$ cat src/rtl/assert_macros.svh
// Assertion helpers shared by the RTL. They compile away when SYNTHESIS is defined.
`ifndef ASSERT_MACROS_SVH
`define ASSERT_MACROS_SVH
`ifndef SYNTHESIS
// The consequent must hold in the same cycle as the antecedent.
`define ASSERT_IMPLY(lbl, clk, rst, ante, cons, msg) \
   lbl: assert property (@(posedge clk) disable iff (rst) (ante) |-> (cons)) else $error(msg);
// The consequent must hold in the cycle after the antecedent.
`define ASSERT_NEXT(lbl, clk, rst, ante, cons, msg) \
   lbl: assert property (@(posedge clk) disable iff (rst) (ante) |=> (cons)) else $error(msg);
`else
`define ASSERT_IMPLY(lbl, clk, rst, ante, cons, msg)
`define ASSERT_NEXT(lbl, clk, rst, ante, cons, msg)
`endif
`endif

$ cat src/rtl/bmpv_ram.sv
module bmpv_ram #(
   parameter int WIDTH = 8,
   parameter int DEPTH = 16,
   localparam int AW = (DEPTH > 1) ? $clog2(DEPTH) : 1
) (
   input  logic             clock,
   input  logic             wr_en,
   input  logic [AW-1:0]    wr_addr,
   input  logic [WIDTH-1:0] wr_data,
   input  logic             rd_en,
   input  logic [AW-1:0]    rd_addr,
   output logic [WIDTH-1:0] rd_data
);

   logic [WIDTH-1:0] mem [DEPTH];
   logic [WIDTH-1:0] rd_data_ff;

   // Read data holds while rd_en is low.
   always_ff @(posedge clock) begin
      if (wr_en) begin
         mem[wr_addr] <= wr_data;
      end
      if (rd_en) begin
         rd_data_ff <= mem[rd_addr];
      end
   end

   assign rd_data = rd_data_ff;

endmodule

$ cat config.mk
export PLATFORM = sky130hd
export DESIGN_NAME = bmpv_ram
export DESIGN_NICKNAME = d
export VERILOG_FILES = /design/src/rtl/assert_macros.svh /design/src/rtl/bmpv_ram.sv
export SDC_FILE = /design/constraint.sdc
export NUM_CORES = 1
export LEC_CHECK = 0
export BUFFER_PORTS_ARGS = -buffer_cell sky130_fd_sc_hd__clkbuf_2
export CELL_PAD_IN_SITES_DETAIL_PLACEMENT = 1
export CELL_PAD_IN_SITES_GLOBAL_PLACEMENT = 1
export CORE_UTILIZATION = 57
export DETAILED_ROUTE_END_ITERATION = 8
export PLACE_DENSITY = 0.84
export SLEW_MARGIN = 0
export SYNTH_ARGS = -nofsm -noshare
export SYNTH_HDL_FRONTEND = slang
export SYNTH_SLANG_ARGS = --single-unit
$ cat constraint.sdc
create_clock -name clock -period 4 [get_ports clock]
set_input_delay 0.8 -clock clock [delete_from_list [all_inputs] [get_ports clock]]
set_output_delay 0.8 -clock clock [all_outputs]
set_load 0.01 [all_outputs]
=== Yosys cells after proc, flatten, opt, wreduce, memory -nomap -nowiden ===
Memories as Yosys holds them, arrays and structs flattened. A register that Yosys moved wholly into a read port is not among the register bits.
Cells that the tools add are included.

* Add/sub/neg operators: 0
* Equal/unequal tests: 0
* Shifts and indexed selects: 0
* $mul: 0
* $lt $le $gt $ge: 0
* Bitwise logic cells: 0
* Reductions and logical operators: 0
* Multiplexer cells: 2
* Div/mod/pow operators: 0

{| class="wikitable"
|+ Operators with widths
! kind !! count
|-
| 2-to-1 mux 1 bit || 2
|}

* Bits in latches: 0
* Bits in read-only memories: 0
* Flip-flop bits (word level): 0
* Memory bits (writable): 128
* Memories kept: 1
* Output and inout bits: 8
* Word-level logic and storage cells: 3

{| class="wikitable"
|+ Memories
! name !! words !! width !! read ports !! clocked after memory_dff !! write ports !! line !! RTL
|-
| mem || 16 || 8 || 1 || 1 || 1 || bmpv_ram.sv:15 || <nowiki>logic [WIDTH-1:0] mem [DEPTH];</nowiki>
|}

=== Longest topological paths before layout ===
Gate-level depths: netlist (run 1).

* Word-level depth: 2
* Depth in mapped cells: 5

=== Worst setup path before layout (run 1) ===
Ideal clock, no wire load.

* Path type: input-to-reg
* Start point: input wr_addr[2]
* End point: memory mem[0][0], enable pin
* Data arrival time: 1.910 ns
* Stages on the path: 2
* Library setup time: 0.383 ns
* Path slack: 1.707 ns
* Path through: or3b_2 nor3_1

{| class="wikitable"
|+ RTL lines
! element !! line !! RTL
|-
| start: declaration || bmpv_ram.sv:8 || <nowiki>input logic [AW-1:0] wr_addr,</nowiki>
|-
| end: declaration || bmpv_ram.sv:15 ||
|}

No word-level cell before the write port.

=== Worst setup path after layout (run 1) ===
* Start point: input wr_addr[2]
* End point: memory mem[3][4], enable pin

No word-level cell before the write port.

==> metrics, run 1 <==
Final Instance Area=6040 um^2; vias in the first global route=2,713; Worst slew margin=0.187; Core ar.=8810 um^2; CTS tree=yes; reg-to-reg startpoint=mem[3][6]; H-tree levels=4; Yosys warning total=0; crit path kind=in -> reg; R2R setup slack=2.45 ns; fin nets=288; Peak VDD IR=0.281 mV; Layout area overhead=15.6%; met1 Use GR=0.375; top-area cell type share of the netlist area=0.781; WHS Path Cells=1; largest net degree at the start of global routing=33; Setup TNS=0 ns; worst-path fanout max=8; Clock Skew=0.00650 ns; syn_area_per_cell=22.8 um^2; post-route clock period utilization=0.562; Root Driver=clkbuf_8; Synth Instances=229; First-pass DRT Iterations=7; share of the yosys chip area belonging to registers=0.781; ratio of cells with drive above 1 in the final layout=0.286; Primary FF master, synth=edfxtp_1; fill count=680; Register Area=4080 um^2; RePlAce Congestion=0.730; CP max stage cell=nor2_1; critical path cell sequence=clkbuf_2, or3b_2, nor2_1; WL/cell=29.1 um; drt via density=6.58; Slew Limit Fails=0; Hold Slack=0.670 ns; Total GRT Usage=0.264; hold-critical path endpoint=rd_data[3]; Hold WC Path Type=in -> reg; final core utilization=0.686; Congestion Overflow GR=0; DP HPWL=6690 um; Synth area leaders=edfxtp_1, mux4_2, mux4_1; Setup crit start kind=input port; CP required=4.12 ns; mapped cell area=5230 um^2; Final min period=2.25 ns; Iteration-0 DRC Markers=288; Post-CTS Setup Inserts=0; die area=9560 um^2; Die W=97.8 um; # setup viols final=0; Placed Area=5450 um^2; CP Capture Type=flop; cts repair resizes=0; PwrDens=551 nW/um^2; Yosys cell types=18; Rows=34; Worst Reg-to-Reg Cells=3; PortBufs=26; Post-Route WL=11,300 um; IO Count=27; Commonest cells post-synth=edfxtp_1, mux4_2, a22oi_1, mux4_1, nor2_1; delay-heaviest family, CP=simple AND/OR/NAND/NOR gates; Reg-to-Reg End=rd_data[6]; Die H=97.8 um; number of vias in the routed layout=2,554; total CTS buffers=17; ant diodes=0; total power=3.33 mW; Hold Path Origin=rd_en; Reg clk slew, reported paths=0.06 ns; clk_lat worst skew=0.51 ns; critical path data arrival time=2.37 ns; Hold Violations, Final=0; ys async rst share=0; post-synthesis net count=248; met3 global-route usage=0.0608; post-detailed-route count of antenna-violating nets=0; top achievable clock speed=445 MHz; Hold-fix buffers, CTS=0; RSZ-0062 raised after global routing=false; number of synthesized flops with an enable pin=136; Pleak=2.03 nW; Multi-input gate area=1060 um^2; worst slew pin tran=1.22 ns; gr busiest metal=met2; first-pass GRT wire length=17,100 um; initial antenna violation count=0; Max Cap Viol=0; most common cell in the netlist=edfxtp_1; status=finished with violations; met2 usage=0.397; failing checks=design-rule violations; Sink Count=136; Yosys top cell by area=edfxtp_1; WP buf/inv=1; Clock Path Buffers=2; Initial Util=0.594; Slowest Stage Delay on Critical Path=0.94 ns; Seq cells post-synth=136; # DRC=4
power breakdown:
part	leakage (nW)	switching [mW]	total (mW)	internal, mW
clock network	0.287	0.564	1.57	1.00
logic	0.505	0.0913	0.149	0.0573
registers	1.24	0.00919	1.62	1.61
total	2.03	0.665	3.33	2.67
how the worst max path moves through the flow:
stage / to / slack (ns) / cells past startpoint / from
final: mem[3][4] / 1.75 / 3 / wr_addr[2]
after global routing: rd_data[3] / 1.67 / 5 / rd_addr[0]
after CTS: rd_data[6] / 1.77 / 5 / rd_addr[0]
after detailed placement: rd_data[0] / 1.26 / 5 / rd_addr[0]
after global placement: rd_data[0] / 1.32 / 5 / rd_addr[0]
after floorplan: mem[0][0] / 1.71 / 2 / wr_addr[2]
state kept, by name, summed over array words and instances, names as in the netlist:
name / flops
mem: 128
rd_data: 8
area by class of cell:
| cell class | instances | area share |
|---|---|---|
| Sequential cell | 136 | 0.676 |
| Tap cell | 108 | 0.0224 |
| Clock buffer | 17 | 0.0685 |
| Multi-Input combinational cell | 83 | 0.176 |
| Clock inverter | 13 | 0.0298 |
| Timing Repair Buffer | 31 | 0.0277 |
cells in the final DEF, fill, tap and decap left out:
master / Yosys / routed
clkbuf_2: 0 / 26
nand2b_1: 2 / 2
mux4_1: 14 / 14
buf_4: 1 / 5
nor3_2: 0 / 1
and2_1: 1 / 1
nand3_1: 1 / 1
clkbuf_8: 0 / 1
mux4_2: 18 / 18
nand2_1: 9 / 9
clkbuf_16: 0 / 16
and2b_1: 1 / 1
edfxtp_1: 136 / 136
nor2_1: 13 / 13
a22oi_1: 16 / 16
clkinv_4: 0 / 2
nand3b_1: 2 / 2
clkinv_2: 0 / 3
nor3_1: 4 / 3
bufinv_16: 0 / 4
inv_6: 0 / 1
clkinv_1: 0 / 1
clkinvlp_4: 0 / 2
or3b_2: 1 / 1
nor2b_1: 1 / 1
metrics by stage:
step,worst slack [ns],instances
after floorplan,1.71,229
after global placement,1.32,358
after detailed placement,1.26,358
after CTS,1.77,388
after global routing,1.67,388
final,1.75,388
cells by family after synthesis:
group | synth area share
buffers and inverters | 0.0165
AOI/OAI and AO/OA | 0.0230
DFF | 0.781
and+or+nand+nor | 0.0314
muxes | 0.148
layer usage:
layer  share of wire  vias to the layer above  wire (um)
met3           0.074                       20        836
met2            0.47                      138       5360
met1            0.43                     1333       4870
met5               0                        -          0
li1                -                     1063          -
met4           0.021                        0        234
Note: power is estimated with default switching activity, not from simulation.
==> inputs of run 2 (changes only) <==
--- a/config.mk
+++ b/config.mk
@@ -5,12 +5,13 @@
 export SDC_FILE = /design/constraint.sdc
 export NUM_CORES = 1
 export LEC_CHECK = 0
+export ABC_AREA = 1
 export BUFFER_PORTS_ARGS = -buffer_cell sky130_fd_sc_hd__clkbuf_2
 export CELL_PAD_IN_SITES_DETAIL_PLACEMENT = 1
 export CELL_PAD_IN_SITES_GLOBAL_PLACEMENT = 1
-export CORE_UTILIZATION = 57
+export CORE_UTILIZATION = 49
 export DETAILED_ROUTE_END_ITERATION = 8
-export PLACE_DENSITY = 0.84
+export PLACE_DENSITY = 0.8
 export SLEW_MARGIN = 0
 export SYNTH_ARGS = -nofsm -noshare
 export SYNTH_HDL_FRONTEND = slang
==> constraint.sdc (replaced) <==
create_clock -name clock -period 2.3 [get_ports clock]
set_input_delay 0.46 -clock clock [delete_from_list [all_inputs] [get_ports clock]]
set_output_delay 0.46 -clock clock [all_outputs]
set_load 0.01 [all_outputs]
==> run 2 against run 1 <==
  * Highest routed layer unchanged
  * Hold slack got worse by 0.20 ns
  * Core utilization fell by 9.8 points
  * Sequential power increased by 73%
  * The flow still finishes with violations (design-rule violations)
  * Non-clock buffer count is 8 higher
==> metrics, run 2 <==
Rows=39 (+15%); IO Count=27 (unchanged); first-pass GRT wire length=24,200 um (+42%); Post-CTS Setup Inserts=0 (unchanged); ys async rst share=0 (unchanged); vias in the first global route=4,298 (+58%); Setup crit start kind=input port; Sink Count=136 (unchanged); Yosys cell types=11 (-7); met2 routed WL=7910 um (+48%); Clock Path Buffers=2 (unchanged); Adder-Cell Fraction of Synth Area=0 (unchanged); fin nets=604 (+110%); total power=6.30 mW (+89%); Iteration-0 DRC Markers=276 (-4.2%); critical path data arrival time=1.91 ns (-0.46 ns); Initial Util=0.508 (-0.0859); most common cell after layout, fill and taps aside=nand2_1; largest net degree at the start of global routing=34 (+3.0%); fill count=1,203 (+77%); die area=12,400 um^2 (+29%); largest family of logic cells by synthesized area=simple AND/OR/NAND/NOR gates; status=finished with violations; clk_lat worst skew=0.42 ns (-0.09 ns); cts repair resizes=0 (unchanged); CP required=2.45 ns (-1.67 ns); post-synthesis net count=570 (+130%); Slowest Stage Delay on Critical Path=0.58 ns (-0.36 ns); RePlAce Congestion=0.778 (+6.6%); initial antenna violation count=0 (unchanged); share of the yosys chip area belonging to registers=0.698 (-0.0828); Die H=111 um (+14%); delay-heaviest family, CP=buffers and inverters; Root Driver=clkbuf_16; Final min period=1.77 ns; post-synthesis mux area share=0 (-0.148); Pleak=2.92 nW (+44%); Peak VDD IR=0.545 mV (+94%); RSZ-0062 raised after global routing=false; max reg flops=128 (unchanged); Congestion Overflow GR=0 (unchanged); Commonest cells post-synth=nand2_1, edfxtp_1, inv_1, nand3_1, nor2_1; Core ar.=11,500 um^2 (+31%); post-detailed-route count of antenna-violating nets=0 (unchanged); compound-cell area share of the yosys netlist=0 (-0.0230); Post-Route WL=15,500 um (+37%); critical path cell sequence=clkbuf_2, inv_1, nand3_1, nand3_1, nand2_1; # DRC=2 (-2); most frequent cells in the layout=nand2_1, edfxtp_1, inv_1; ant diodes=0 (unchanged); most common cell in the netlist=nand2_1; CP most frequent cell=nand3_1; WL/cell=20.9 um (-28%); Synth Instances=551 (+140%); worst slew pin tran=0.780 ns (-0.436 ns); Worst Slack Setup Final=0.534 ns (-1.22 ns); metal1 wirelength=6400 um (+32%); mapped cell area=5850 um^2 (+12%); top-area cell type share of the netlist area=0.698 (-0.0828); syn_area_per_cell=10.6 um^2 (-54%); drt via density=5.38 (-18%); # setup viols final=0 (unchanged); ratio of cells with drive above 1 in the final layout=0.117 (-0.169); worst-path fanout max=17 (+9); PortBufs=26 (unchanged); number of vias in the routed layout=3,988 (+56%); Hold Slack=0.473 ns (-0.198 ns); Yosys top cell by area=edfxtp_1; Setup TNS=0 ns (unchanged); top sig layer=met4; Biggest register=mem; failing checks=design-rule violations; pre-CTS setup slack=0.192 ns (-1.07 ns); Max Cap Viol=0 (unchanged); First-pass DRT Iterations=8 (+1); CTS tree=yes; post-route clock period utilization=0.768; H-tree levels=4 (unchanged); Reg clk slew, reported paths=0.06 ns (about the same); total CTS buffers=17 (unchanged); CP max stage cell=inv_1; R2R setup slack=0.98 ns (-1.47 ns); crit path kind=in -> reg; Hold Violations, Final=0 (unchanged); Hold-fix buffers, CTS=0 (unchanged); Yosys warning total=0 (unchanged); Simple-Gate Fraction of Synth Area=0.208 (+0.176); Clock Skew=0.00623 ns (-0.000266 ns); Primary FF master, synth=edfxtp_1; PwrDens=930 nW/um^2 (+69%); WP buf/inv=2 (+1); Slew Limit Fails=0 (unchanged); CP Capture Type=flop; Layout area overhead=15.8%; top achievable clock speed=566 MHz; Total GRT Usage=0.273 (+0.00913); number of synthesized flops with an enable pin=136 (unchanged); met3 routed WL=794 um (-5.0%); Worst slew margin=0.478 (+0.292); DP HPWL=9620 um (+44%); Hold WC Path Type=in -> reg; post-synthesis xor/xnor area fraction=0 (unchanged); Die W=111 um (+14%); Synth area leaders=edfxtp_1, nand2_1, nand3_1; Seq cells post-synth=136 (unchanged)
-- run 2: cell types whose count changed after synthesis, sizes merged, moves of 2 or more --
cell / previous run / this run
nand2: 9 / 173
inv: 0 / 102
nand3: 1 / 97
mux4: 32 / 0
buf: 7 / 24
a22oi: 16 / 0
nor2: 13 / 17
nor3: 4 / 0
clkdlybuf4s25: 3 / 0
nand2b: 2 / 0
-- run 2: through the flow --
stage	std cells	util	cell area (um^2)
global placement	709	0.529	6090
finish	741	0.588	6770
CTS	741	0.588	6770
floorplan	551	-	5850
detailed placement	709	0.529	6090
global route	741	0.588	6770
-- run 2: kinds of logic after synthesis --
group | count (synthesis)
buffers and inverters | 126
flip-flops | 136
AND/OR/NAND/NOR | 289
-- run 2: worst paths after layout --
path,start,end,cells after the start
min reg2reg,mem[14][4],rd_data[4],6
min,rd_en,rd_data[3],1
max reg2reg,mem[3][7],rd_data[7],6
max,rd_addr[2],rd_data[7],5
-- run 2: per-layer routing --
| metal | track usage | vias to the layer above |
|---|---|---|
| li1 | - | 1849 |
| met1 | 0.334 | 1991 |
| met2 | 0.470 | 121 |
| met3 | 0.0530 | 27 |
| met4 | 0.118 | 0 |
| met5 | 0 | - |
-- run 2: report_power, final --
| part | internal, mW | switching [mW] |
|---|---|---|
| Clock | 2.13 | 1.00 |
| Combinational | 0.0904 | 0.265 |
| Sequential | 2.79 | 0.0173 |
| Total | 5.01 | 1.28 |
-- run 2: area by class of cell --
| type | instances | area (um^2) | share of cell area |
|---|---|---|---|
| sequential | 136 | 4080 | 0.603 |
| timing repair buffer | 39 | 228 | 0.0336 |
| clock inverter | 14 | 253 | 0.0373 |
| inverter | 102 | 383 | 0.0566 |
| multi-input combinational | 289 | 1210 | 0.179 |
| tap | 143 | 179 | 0.0264 |
| clock buffer | 18 | 429 | 0.0634 |
==> inputs of run 3 (changes only) <==
==> constraint.sdc (replaced) <==
create_clock -name clock -period 1.85 [get_ports clock]
set_input_delay 0.37 -clock clock [delete_from_list [all_inputs] [get_ports clock]]
set_output_delay 0.37 -clock clock [all_outputs]
set_load 0.01 [all_outputs]
==> run 3 against run 2 <==
  * The flow still finishes with violations (design-rule violations)
  * Wire length increased by 5.0%
  * Core utilization is 0.50 points lower
  * Critical path depth shrank 4
  * Global-route usage is 1.2 points higher
  * Register-to-register slack worse by 0.39 ns
  * Die area did not move
  * Final cell count up 1.1%
==> metrics, run 3 (synthesized netlist as in run 2, its figures left out) <==
most common cell after layout, fill and taps aside=nand2_1; met1 Use GR=0.343 (+0.00845); Worst slew margin=0.565 (+0.0872); WL/cell=21.7 um (+3.9%); sequential power share=0.500 (+0.054); hold-critical path endpoint=rd_data[7]; Worst Reg-to-Reg Cells=6 (unchanged); failing checks=design-rule violations; met3 global-route usage=0.0618 (+0.00875); Hold Path Origin=rd_en; worst-path fanout max=1 (-16); switching power=1.58 mW (+23%); Final min period=1.35 ns; delay-heaviest family, CP=flip-flops; largest net degree at the start of global routing=65 (+91%); number of vias in the routed layout=4,110 (+3.1%); WP buf/inv=1 (-1); Slew Limit Fails=0 (unchanged); Post-Route WL=16,300 um (+5.0%); Clock Path Buffers=2 (unchanged); Biggest register=mem; Root Driver=clkbuf_16; Slowest Stage Delay on Critical Path=0.41 ns (-0.17 ns); CP max stage cell=edfxtp_1; met2 usage=0.488 (+0.0179); # DRC=2 (unchanged); Setup crit start kind=flop; Peak VDD IR=0.554 mV (+1.7%); Pint=5.40 mW (+7.7%); DP HPWL=9750 um (+1.3%); Initial Util=0.508 (unchanged); Layout area overhead=14.8%; critical path cell sequence=clkbuf_2; Comb pwr share=0.067 (+0.011); die area=12,400 um^2 (unchanged); Congestion Overflow GR=0 (unchanged); Reg-to-Reg End=rd_data[7]; Clock Skew=0.00705 ns (+0.000817 ns); Post-Layout Cell Count=749 (+1.1%); CTS tree=yes; reg-to-reg startpoint=mem[3][7]; Setup TNS=0 ns (unchanged); first-pass GRT wire length=25,100 um (+3.7%); Crit path depth=1 (-4); CP Capture Type=output pin; PortBufs=26 (unchanged); Die W=111 um (unchanged); WHS Path Cells=1 (unchanged); Rows=39 (unchanged); Core ar.=11,500 um^2 (unchanged); Cells after DPL=718 (+1.3%); Reg clk slew, reported paths=0.06 ns (about the same); Clk pwr share=0.433 (-0.064); Hold Violations, Final=0 (unchanged); Multi-input gate area=1210 um^2 (unchanged); PwrDens=1040 nW/um^2 (+12%); fin nets=613 (+1.5%); Placed Area=6190 um^2 (+1.7%); Die H=111 um (unchanged); pre-CTS setup slack=0.139 ns (-0.0526 ns); RSZ-0062 raised after global routing=false; R2R setup slack=0.59 ns (-0.39 ns); most frequent cells in the layout=nand2_1, edfxtp_1, inv_1; # setup viols final=0 (unchanged); Sw Ratio=0.226 (+0.0226); First-pass DRT Iterations=7 (-1); Hold WC Path Type=in -> reg; CP required=1.48 ns (-0.97 ns); IO Count=27 (unchanged); Hold-fix buffers, CTS=0 (unchanged); RePlAce Congestion=0.806 (+3.7%); ratio of cells with drive above 1 in the final layout=0.122 (+0.00506); total CTS buffers=17 (unchanged); gr busiest metal=met2; drt via density=5.49 (+2.0%); critical path data arrival time=0.98 ns (-0.93 ns); post-route clock period utilization=0.729; post-detailed-route count of antenna-violating nets=0 (unchanged); status=finished with violations; Final Instance Area=6710 um^2 (-0.85%); worst slew pin tran=0.651 ns (-0.129 ns); max reg flops=128 (unchanged); initial antenna violation count=0 (unchanged); Pleak=2.91 nW (-0.32%); Iteration-0 DRC Markers=285 (+3.3%); Max Cap Viol=0 (unchanged); fill count=1,245 (+3.5%); Sink Count=136 (unchanged); H-tree levels=4 (unchanged); Total GRT Usage=0.285 (+0.0124); top achievable clock speed=741 MHz; Worst Slack Setup Final=0.501 ns (-0.0333 ns); vias in the first global route=4,463 (+3.8%); ant diodes=0 (unchanged); cts repair resizes=0 (unchanged); Register Area=4080 um^2 (unchanged); Post-CTS Setup Inserts=0 (unchanged); final core utilization=0.583 (-0.00500); clk_lat worst skew=0.42 ns (about the same); crit path kind=reg -> out
[run 3: how the worst max path moves through the flow]
stage / slack (ns) / startpoint / end
2_1_floorplan: 0.53 / wr_addr[2] / mem[10][0]
3_3_place_gp: 0.16 / rd_addr[0] / rd_data[2]
3_5_place_dp: 0.14 / rd_addr[0] / rd_data[2]
4_1_cts: 0.48 / rd_data[4] / rd_data[4]
5_1_grt: 0.47 / rd_addr[0] / rd_data[3]
6_report: 0.50 / rd_data[4] / rd_data[4]
[run 3: cell type report]
class / count / area share
Timing Repair Buffer: 48 / 0.0496
Multi-Input combinational cell: 289 / 0.181
Sequential cell: 136 / 0.609
Tap cell: 143 / 0.0267
Clock buffer: 19 / 0.0645
Clock inverter: 12 / 0.0129
Inverter: 102 / 0.0570
[run 3: per-stage QoR]
stage,hold WS [ns],power (mW)
global placement,0.715,3.98
global route,0.366,7.17
floorplan,0.469,3.80
detailed placement,0.744,4.01
CTS,0.355,7.02
finish,0.362,6.98
[run 3: metal layers]
| layer | share of wire | routed length (um) |
|---|---|---|
| met1 | 0.40 | 6500 |
| met2 | 0.51 | 8280 |
| met3 | 0.060 | 981 |
| met4 | 0.031 | 508 |
| met5 | 0 | 0 |
[run 3: power by group through the flow]
stage	clock [mW]	combinational (mW)	sequential, mW
after floorplan	0	0.243	3.56
after global placement	0	0.432	3.55
after detailed placement	0	0.451	3.56
after CTS	3.06	0.465	3.50
after global routing	3.16	0.506	3.50
final	3.02	0.465	3.49
